==> src/hdl/cwbct_pkg.sv <==
// Shared types, constants and helpers of the cache tag engine.
// No dependencies.
package cwbct_pkg;

	localparam int ENTRIES = 64;
	localparam int IDX_W = (ENTRIES > 1) ? $clog2(ENTRIES) : 1;
	localparam int SECTOR_W = 32;
	localparam int SLOT_W = 6;
	localparam logic [IDX_W-1:0] IDX_LAST = IDX_W'(ENTRIES - 1);

	typedef logic [1:0] action_t;
	localparam action_t ACT_READ = 2'd0;
	localparam action_t ACT_WRITE = 2'd1;
	localparam action_t ACT_FLUSH = 2'd2;

	typedef logic [IDX_W-1:0] idx_t;

	typedef struct packed {
		action_t action;
		logic [SECTOR_W-1:0] sector;
	} cmd_t;

	typedef struct packed {
		logic [SLOT_W-1:0] slot;
		logic hit;
		logic fetch;
		logic writeback;
		logic [SECTOR_W-1:0] writeback_sector;
		logic last;
	} res_t;

	typedef struct packed {
		logic en;
		idx_t addr;
		logic [SECTOR_W-1:0] data;
	} tag_wr_t;

	typedef enum logic [2:0] {
		ST_IDLE,
		ST_LOOKUP,
		ST_HIT,
		ST_SWEEP,
		ST_MISS,
		ST_FL_SCAN,
		ST_FL_READ,
		ST_FL_LAST
	} state_t;

	function automatic idx_t next_idx(input idx_t i);
		next_idx = (i == IDX_LAST) ? '0 : i + idx_t'(1);
	endfunction

endpackage

==> src/hdl/cwbct_tag_ram.sv <==
// Sector tag store: one write port, one read port with registered data.
// Depends on cwbct_pkg.
module cwbct_tag_ram
	import cwbct_pkg::*;
(
	input  logic                clk,
	input  idx_t                rd_addr,
	output logic [SECTOR_W-1:0] rd_data,
	input  tag_wr_t             wr
);

	logic [SECTOR_W-1:0] mem [ENTRIES];

	always_ff @(posedge clk) begin
		if (wr.en) begin
			mem[wr.addr] <= wr.data;
		end
	end

	always_ff @(posedge clk) begin
		rd_data <= mem[rd_addr];
	end

endmodule

==> src/hdl/cwbct_ctrl.sv <==
// Sequencer of the cache tag engine: tag scan, clock sweep, flush walk,
// slot flag bits and the hand. Depends on cwbct_pkg; drives the tag store through its ports.
module cwbct_ctrl
	import cwbct_pkg::*;
(
	input  logic                clk,
	input  logic                arst_n,
	input  logic                cmd_go,
	input  cmd_t                cmd,
	output logic                idle,
	output logic                res_valid,
	output res_t                res,
	input  logic                res_ready,
	output idx_t                rd_addr,
	input  logic [SECTOR_W-1:0] rd_data,
	output tag_wr_t             wr
);

	state_t state_q, state_d;

	logic [ENTRIES-1:0] valid_q, dirty_q, ref_q;
	idx_t hand_q, idx_q, idx_s1, hit_idx_q, victim_q, pend_slot_q;
	logic look_s1, vld_s1, pend_q, wr_q;
	logic [SECTOR_W-1:0] sec_q, pend_sector_q;

	logic hit_s1, victim_ok, cand, victim_wb;

	// tag comparator of the lookup scan
	assign hit_s1 = look_s1 && vld_s1 && (rd_data == sec_q);
	assign victim_ok = !valid_q[hand_q] || !ref_q[hand_q];
	assign cand = valid_q[idx_q] && dirty_q[idx_q];
	assign victim_wb = valid_q[victim_q] && dirty_q[victim_q];

	always_comb begin
		state_d = state_q;
		unique case (state_q)
			ST_IDLE: begin
				if (cmd_go) begin
					case (cmd.action) inside
						ACT_READ, ACT_WRITE: state_d = ST_LOOKUP;
						ACT_FLUSH: state_d = ST_FL_SCAN;
						default: state_d = ST_IDLE;
					endcase
				end
			end
			ST_LOOKUP: begin
				if (hit_s1) begin
					state_d = ST_HIT;
				end else if (look_s1 && idx_s1 == IDX_LAST) begin
					state_d = ST_SWEEP;
				end
			end
			ST_HIT: begin
				if (res_ready) state_d = ST_IDLE;
			end
			ST_SWEEP: begin
				if (victim_ok) state_d = ST_MISS;
			end
			ST_MISS: begin
				if (res_ready) state_d = ST_IDLE;
			end
			ST_FL_SCAN: begin
				if (cand) begin
					state_d = ST_FL_READ;
				end else if (idx_q == IDX_LAST) begin
					state_d = pend_q ? ST_FL_LAST : ST_IDLE;
				end
			end
			ST_FL_READ: begin
				if (!pend_q || res_ready) begin
					state_d = (idx_q == IDX_LAST) ? ST_FL_LAST : ST_FL_SCAN;
				end
			end
			ST_FL_LAST: begin
				if (res_ready) state_d = ST_IDLE;
			end
			default: state_d = ST_IDLE;
		endcase
	end

	always_comb begin
		idle = 1'b0;
		res_valid = 1'b0;
		res = '0;
		rd_addr = idx_q;
		wr = '0;
		unique case (state_q)
			ST_IDLE: idle = 1'b1;
			ST_LOOKUP: rd_addr = idx_q;
			ST_HIT: begin
				res_valid = 1'b1;
				res.slot = SLOT_W'(hit_idx_q);
				res.hit = 1'b1;
				res.last = 1'b1;
			end
			ST_SWEEP: rd_addr = hand_q;
			ST_MISS: begin
				rd_addr = victim_q;
				res_valid = 1'b1;
				res.slot = SLOT_W'(victim_q);
				res.fetch = 1'b1;
				res.writeback = victim_wb;
				res.writeback_sector = victim_wb ? rd_data : '0;
				res.last = 1'b1;
				wr.en = res_ready;
				wr.addr = victim_q;
				wr.data = sec_q;
			end
			ST_FL_SCAN: rd_addr = idx_q;
			ST_FL_READ, ST_FL_LAST: begin
				rd_addr = idx_q;
				res_valid = pend_q;
				res.slot = SLOT_W'(pend_slot_q);
				res.writeback = 1'b1;
				res.writeback_sector = pend_sector_q;
				res.last = (state_q == ST_FL_LAST);
			end
			default: idle = 1'b0;
		endcase
	end

	always_ff @(posedge clk or negedge arst_n) begin
		if (!arst_n) begin
			state_q <= ST_IDLE;
			valid_q <= '0;
			dirty_q <= '0;
			ref_q <= '0;
			hand_q <= '0;
			idx_q <= '0;
			look_s1 <= 1'b0;
			pend_q <= 1'b0;
		end else begin
			state_q <= state_d;
			unique case (state_q)
				ST_IDLE: begin
					if (cmd_go) begin
						idx_q <= '0;
						look_s1 <= 1'b0;
						pend_q <= 1'b0;
					end
				end
				ST_LOOKUP: begin
					idx_q <= next_idx(idx_q);
					look_s1 <= 1'b1;
				end
				ST_HIT: begin
					if (res_ready) begin
						ref_q[hit_idx_q] <= 1'b1;
						if (wr_q) dirty_q[hit_idx_q] <= 1'b1;
					end
				end
				ST_SWEEP: begin
					hand_q <= next_idx(hand_q);
					if (!victim_ok) ref_q[hand_q] <= 1'b0;
				end
				ST_MISS: begin
					if (res_ready) begin
						valid_q[victim_q] <= 1'b1;
						dirty_q[victim_q] <= wr_q;
						ref_q[victim_q] <= 1'b1;
					end
				end
				ST_FL_SCAN: begin
					if (!cand && idx_q != IDX_LAST) idx_q <= next_idx(idx_q);
				end
				ST_FL_READ: begin
					if (!pend_q || res_ready) begin
						pend_q <= 1'b1;
						dirty_q[idx_q] <= 1'b0;
						if (idx_q != IDX_LAST) idx_q <= next_idx(idx_q);
					end
				end
				ST_FL_LAST: begin
					if (res_ready) pend_q <= 1'b0;
				end
				default: pend_q <= 1'b0;
			endcase
		end
	end

	always_ff @(posedge clk) begin
		if (state_q == ST_IDLE && cmd_go) begin
			sec_q <= cmd.sector;
			wr_q <= (cmd.action == ACT_WRITE);
		end
		if (state_q == ST_LOOKUP) begin
			idx_s1 <= idx_q;
			vld_s1 <= valid_q[idx_q];
			if (hit_s1) hit_idx_q <= idx_s1;
		end
		if (state_q == ST_SWEEP && victim_ok) begin
			victim_q <= hand_q;
		end
		if (state_q == ST_FL_READ && (!pend_q || res_ready)) begin
			pend_slot_q <= idx_q;
			pend_sector_q <= rd_data;
		end
	end

endmodule

==> src/hdl/clock_write_back_cache_tags.sv <==
// Top level of the clock (second-chance) tag engine of a write-back sector cache.
// Depends on cwbct_pkg, cwbct_ctrl and cwbct_tag_ram.
//
// Command channel: cmd_valid / cmd_stall carry cmd (action, sector). A command
// is taken when cmd_valid is high and cmd_stall low; cmd_stall is high for the
// whole time a command is being worked on.
// Result channel: res_valid / res_stall carry res. A read or write gives one
// result; a flush gives one result per dirty slot, the final one with last set,
// or none when nothing is dirty. Action code 3 is dropped without a result.
// A hit is found by a tag scan from slot 0, one slot per cycle through the
// store's registered read port. A miss adds the clock sweep from the hand, one
// slot per cycle. cmd_stall drops as the result shows. A flush walks the slots
// one per cycle, but waits at each further dirty slot until the item before it
// is taken.
// Results pass through an output register; while res_stall is high the result
// holds and the engine waits before handing over the next one.
// Reset clears all valid, dirty and reference bits and the hand; the sector
// store is not cleared, so commands are taken from the first cycle after reset.
module clock_write_back_cache_tags
	import cwbct_pkg::*;
(
	input  logic clk,
	input  logic arst_n,
	input  logic cmd_valid,
	output logic cmd_stall,
	input  cmd_t cmd,
	output logic res_valid,
	input  logic res_stall,
	output res_t res
);

	logic idle, cmd_go, seq_valid, seq_ready;
	res_t seq_res;
	idx_t rd_addr;
	logic [SECTOR_W-1:0] rd_data;
	tag_wr_t wr;
	logic out_valid_q;
	res_t out_q;

	assign cmd_stall = !idle;
	assign cmd_go = cmd_valid && idle;
	assign seq_ready = !out_valid_q || !res_stall;

	cwbct_ctrl u_ctrl (
		.clk       (clk),
		.arst_n    (arst_n),
		.cmd_go    (cmd_go),
		.cmd       (cmd),
		.idle      (idle),
		.res_valid (seq_valid),
		.res       (seq_res),
		.res_ready (seq_ready),
		.rd_addr   (rd_addr),
		.rd_data   (rd_data),
		.wr        (wr)
	);

	cwbct_tag_ram u_tag_ram (
		.clk     (clk),
		.rd_addr (rd_addr),
		.rd_data (rd_data),
		.wr      (wr)
	);

	always_ff @(posedge clk or negedge arst_n) begin
		if (!arst_n) begin
			out_valid_q <= 1'b0;
		end else if (seq_ready) begin
			out_valid_q <= seq_valid;
		end
	end

	always_ff @(posedge clk) begin
		if (seq_ready && seq_valid) begin
			out_q <= seq_res;
		end
	end

	assign res_valid = out_valid_q;
	assign res = out_q;

endmodule

==> config.mk <==
export PLATFORM = sky130hd
export DESIGN_NAME = clock_write_back_cache_tags
export DESIGN_NICKNAME = d
export VERILOG_FILES = /design/src/hdl/cwbct_pkg.sv /design/src/hdl/cwbct_tag_ram.sv /design/src/hdl/cwbct_ctrl.sv /design/src/hdl/clock_write_back_cache_tags.sv
export SDC_FILE = /design/constraint.sdc
export NUM_CORES = 2
export LEC_CHECK = 0
export ABC_AREA = 1
export BUFFER_PORTS_ARGS = -buffer_cell sky130_fd_sc_hd__buf_2
export CAP_MARGIN = 25
export CORE_MARGIN = 5
export CORE_UTILIZATION = 35
export CTS_CLUSTER_SIZE = 24
export DETAILED_ROUTE_END_ITERATION = 6
export SLEW_MARGIN = 0
export SYNTH_ARGS = -nofsm -noshare
export SYNTH_HDL_FRONTEND = slang
export SYNTH_HIERARCHICAL = 1
export SYNTH_SLANG_ARGS = --single-unit
==> constraint.sdc <==
create_clock -name clk -period 5.1 [get_ports clk]
set_input_delay 0.255 -clock clk [delete_from_list [all_inputs] [get_ports clk]]
set_output_delay 0.255 -clock clk [all_outputs]
set_load 0.005 [all_outputs]
* After elaboration in Yosys (flattened, before gate mapping)
Memories as Yosys holds them, arrays and structs flattened. A register that Yosys moved wholly into a read port is not among the register bits.
Index checks and enable logic that the tools add are counted.
** Cells by class
- Add/subtract/negate cells :: 2
- Order comparisons :: 8
- Eq/ne operators :: 27
- Muxes and demuxes :: 67
- Bitwise logic cells :: 8
- Reductions and logical operators :: 44
** Operators with widths (number)
- $mux 64 :: 7
- $pmux 64 s3 :: 2
- $or 64x64->64 :: 4
- $and 64x64->64 :: 2
- $not 64->64 :: 2
- $pmux 33 s2 :: 1
- $bwmux 64 :: 1
- $mux 39 :: 1
- $bmux 1 s6 :: 6
- $mux 6 :: 6
- $mux 3 :: 11
- $eq 32x32->1 :: 1
- $mux 32 :: 1
- $lt 6x7->1 const B :: 4
- $demux 1 s6 :: 4
- $ge 6x1->1 const B :: 4
- $pmux 6 s4 :: 1
- $eq 6x6->1 const B :: 3
- $mux 1 :: 18
- $pmux 3 s6 :: 1
- $pmux 6 s3 :: 1
- $logic_and 1x1->1 :: 15
- $ne 2x1->1 const B :: 7
- $add 6x1->6 const B :: 2
- other kinds (25) :: 51
** Word-level totals
- Bits in registers :: 342
- RAM bits :: 2048
- Input port bits :: 38
- Output and inout bits :: 44
- Memories :: 1
** Memories
- u_tag_ram.mem :: depth 64, bits a word 32, rd ports 1, clocked after memory_dff 1, write ports 1, line cwbct_tag_ram.sv:12 : logic [SECTOR_W-1:0] mem [ENTRIES];

* Logic depth before layout (Yosys ltp)
- Depth after elaboration :: 8
- Gate-level depth with buffers :: 20
- Mapped depth without buffers :: 16

* Modules after synthesis
The synthesis kept the hierarchy.
** By module, submodules not included
- cwbct_tag_ram :: times used 1, cells an instance 6769, area an instance 82738.1 um^2, seq. area each 62139.6 um^2
- cwbct_ctrl :: times used 1, cells an instance 2898, area an instance 19543.7 um^2, seq. area each 7932.6 um^2
- clock_write_back_cache_tags :: times used 1, cells an instance 50, area an instance 1313.8 um^2, seq. area each 1286.2 um^2

* Worst setup path before layout
No wires, ideal clock.
- Kind :: register to register
- Start :: reg u_ctrl.state_q[1]
- End :: mem u_tag_ram.mem[50][0] (enable)
- Setup time :: 0.502 ns
- Arrival time :: 4.856 ns
- Slack :: -0.259 ns
- Cell stages (with the launch flop) :: 9
- Path buffers :: 3
- Period minus slack after synthesis :: 5.359 ns
- Cells stage by stage :: dfrtp_1 -> nor2_1 -> nand2_1 -> clkbuf_1 -> clkbuf_1 -> nor2_1 -> clkbuf_1 -> inv_1 -> nor4_1
** RTL lines
- start, declared :: line cwbct_ctrl.sv:19 : state_t state_q, state_d;
- start signal, assigned :: line cwbct_ctrl.sv:133 : state_q <= state_d;
- end, declared :: line cwbct_tag_ram.sv:12

* Worst setup path in the final report
- Start :: reg u_ctrl.state_q[2]
- End :: reg u_tag_ram.rd_data[22] (read register of u_tag_ram.mem)
** On the way
- Cells in the longest elaborated chain, start to end :: 2
- Elaborated cells on any way between the ends :: 3
- Classes of those cells :: eq/ne (2); mux (1)
** Ends and longest elaborated chain
- $eq 3x3->1 or $eq 3x2->1 (tied branches) :: line cwbct_ctrl.sv:87 : unique case (state_q)
- $pmux 6 s2 (*) :: line cwbct_ctrl.sv:87
- net rd_addr[0] :: line clock_write_back_cache_tags.sv:34 : idx_t rd_addr;
- end, declared :: line cwbct_tag_ram.sv:8 : output logic [SECTOR_W-1:0] rd_data,
The timed path passes the listed nets; every way through them passes the cells marked *.
A chain may end at the register's enable or synchronous reset.

==> results.sh <==
export IMPL_ys_seq_elements=2422
export IMPL_cp_max_fo=110
export IMPL_crit_path_start_kind="flop"
export IMPL_sw_frac_of_total_pct=38.83
export IMPL_pwr_share_seq_pct=38.0
export IMPL_fill_cells=27910
export IMPL_cts_setup_buffers=0
export IMPL_synth_nets=9757
export IMPL_p_sw_uw=24810
export IMPL_clkSinkCount=2422
export IMPL_period_minus_slack_ns=4.466
export IMPL_synth_common_cells="nand2_1 (3152), edfxtp_1 (2180), nand3_1 (2049)"
export IMPL_synth_area_um2=103600
export IMPL_yosysWarnings=6
export IMPL_wirelength_mm=355.0
export IMPL_yosys_area_top_type="edfxtp_1"
export IMPL_drt_pass1_iterations=7
export IMPL_maxSlewViolCount=0
export IMPL_hold_buffers=38
export IMPL_drv_cap=0
export IMPL_drt_vias_per_instance=5.527
export IMPL_ys_flop_type="edfxtp_1"
export IMPL_clock_power_share_pct=27.8
export IMPL_power_leakage_uw=0.04372
export IMPL_cts_tree="done"
export IMPL_ant_nets=0
export IMPL_dp_hpwl_mm=211.3
export IMPL_die_w_um=554.0
export IMPL_grt_pass1_vias=71810
export IMPL_drt_wirelength_per_cell_um=25.52
export IMPL_worstPathArrival_ns=5.30
export IMPL_initial_utilization_pct=35.20
export IMPL_path_class="reg -> reg"
export IMPL_synth_cells=9717
export IMPL_seq_area_frac_synth_pct=68.88
export IMPL_drc=2
export IMPL_relSlewSlack_pct=22.79
export IMPL_post_route_period_util_pct=87.57
export IMPL_grt_max_degree=115
export IMPL_async_flop_share_pct=8.671
export IMPL_fin_hold_ws_ns=0.02368
export IMPL_violations="DRC"
export IMPL_worstMarginPinSlew_ns=1.155
export IMPL_outcome="finished with violations"
export IMPL_io_pins=82
export IMPL_area_growth_pct=14.11
export IMPL_avgSynthCellArea_um2=10.66
export IMPL_multi_input_area_um2=28810
export IMPL_fin_nets=9825
export IMPL_portBuffers=81
export IMPL_overflow=0
export IMPL_power_uw=63880
export IMPL_synth_most_common_cell="nand2_1"
export IMPL_post_dp_cell_area_um2=109900
export IMPL_hold_viol_final=0
export IMPL_clk_latency_ns=0.93
export IMPL_vdd_drop_max_uv=489.8
export IMPL_hp_class="in -> async"
export IMPL_drt_iter0_markers=11020
export IMPL_fmax_mhz=223.9
export IMPL_ys_types=47
export IMPL_pwr_density_cell_nw_per_um2=540.4
export IMPL_clk_pin_slew_ns=0.06
export IMPL_yosysTopAreaCellShare_pct=63.19
export IMPL_finalSetupViolCount=0
export IMPL_cts_root_buffer="clkbuf_16"
export IMPL_track_usage_pct=22.31
export IMPL_rsz0062_at_grt="no"
export IMPL_design_area_um2=118200
export IMPL_synth_area_leaders="edfxtp_1 (63%), nand2_1 (11%), nand3_1 (9.9%)"
export IMPL_fin_skew_ns=0.1070
export IMPL_cts_htree_levels=4
export IMPL_regArea_um2=71360
export IMPL_die_y_um=554.0
export IMPL_vias=76880
export IMPL_gp_congestion=0.9317
export IMPL_core_area_um2=294300
export IMPL_cts_resized=0
export IMPL_fp_row_count=199
export IMPL_cts_buffer_depth=4
export IMPL_combPwrFrac_pct=34.2
export IMPL_synth_enable_flop_cells=2180
export IMPL_critPathCaptureType="flop"
export IMPL_numCtsBuffers=248
export IMPL_p_int_uw=39080
export IMPL_drive_gt1_share_pct=9.194
export IMPL_die_area_um2=307000
export IMPL_grt_pass1_wl_mm=510.3
export IMPL_crit_required_ns=5.94
export IMPL_grt_antenna_before_repair=20
power groups by stage:
| stage | registers [µW] | logic [µW] | clock network (µW) |
|---|---|---|---|
| floorplan | 24000 | 14000 | 0 |
| global placement | 24600 | 21200 | 0 |
| detailed placement | 24600 | 21400 | 0 |
| CTS | 24200 | 21500 | 18000 |
| global route | 24300 | 23600 | 18900 |
| finish | 24300 | 21800 | 17800 |
per-layer routing:
metal	wire length, µm	track usage (%)	up-vias	share of wire [%]
met1	143500	31.62	37680	40
met4	16980	9.334	4	4.8
met3	41190	4.893	737	12
met2	153300	33.16	4432	43
met5	21	0	-	0.0059
li1	-	-	34030	-
final timing paths:
kind                                    from                    end  slack (ns)  cells after the start
max                        u_ctrl/state_q[2]  u_tag_ram/rd_data[22]        0.63                     14
min                                   arst_n         u_ctrl/look_s1        0.02                      2
max reg2reg                u_ctrl/state_q[2]  u_tag_ram/rd_data[22]        0.63                     14
min reg2reg                 u_ctrl/idx_s1[4]    u_ctrl/hit_idx_q[4]        0.45                      0
max in group asynchronous             arst_n       u_ctrl/hand_q[0]        3.64                      3
min in group clk                     cmd[13]       u_ctrl/sec_q[13]        0.11                      2
area by class of cell:
class	instances	share of cell area [%]
clock inverter	139	1.027
antenna	6	0.01270
multi-input combinational	6330	24.37
tap	3919	4.148
timing repair buffer	433	3.297
sequential	2422	60.37
inverter	350	1.142
clock buffer	311	5.632
logic make-up after synthesis:
group / synth area share [%]
buffers and inverters: 4.192
flip-flops: 68.88
adder cells (fa/ha/maj): 0.02415
AO/OA/AOI/OAI: 3.092
AND/OR/NAND/NOR: 23.67
XOR/XNOR: 0.1353
critical path, cell delays in order (launching register included):
cell and delay, ns:
dfrtp_1 0.50, nand2_4 0.28, buf_4 0.78, o221ai_4 0.36, inv_16 0.41, buf_12 0.26, buf_4 0.37, nand2_1 0.10
nand3_1 0.09, nand3_1 0.07, nand3_1 0.08, nand3_1 0.30, nand2_1 0.34, nand2_1 0.24, nand2_1 0.16
flip-flops by register name (all words and copies together) (netlist names), 3 cells and up:
register	count
u_ctrl/idx_s1	6
u_ctrl/ref_q	64
u_ctrl/pend_slot_q	6
u_ctrl/sec_q	32
u_ctrl/idx_q	6
u_ctrl/state_q	3
u_ctrl/valid_q	64
u_ctrl/hand_q	6
u_ctrl/pend_sector_q	32
u_tag_ram/mem	2048
u_ctrl/dirty_q	64
u_ctrl/hit_idx_q	6
u_tag_ram/rd_data	32
u_ctrl/victim_q	6
res	42
cells in the final DEF (no fill, tap or decap), types with 32 or more instances in the layout:
cell	n
buf_4	250
nand2_1	3147
o22ai_1	98
dfxtp_1	32
nor2_4	91
nor3_1	93
buf_12	55
dlygate4sd3_1	38
nor2_1	229
a21oi_1	162
dfrtp_1	208
clkbuf_1	46
clkinv_2	53
clkinv_1	52
buf_2	82
nand4_1	66
o21ai_0	231
inv_1	334
edfxtp_1	2180
nand3_1	2047
clkbuf_16	252
stage by stage:
| step | TNS [ns] | setup slack, ns | utilization, % | cells |
|---|---|---|---|---|
| final | 0 | 0.6341 | 40.17 | 13910 |
| after global routing | 0 | 0.4475 | 40.16 | 13910 |
| after CTS | 0 | 0.6839 | 40.13 | 13900 |
| after detailed placement | 0 | 0.6643 | 37.33 | 13410 |
| after global placement | 0 | 0.7019 | 37.27 | 13400 |
| after floorplan | -64.35 | -0.2587 | - | 9717 |
Power figures use the tool's default switching activity.
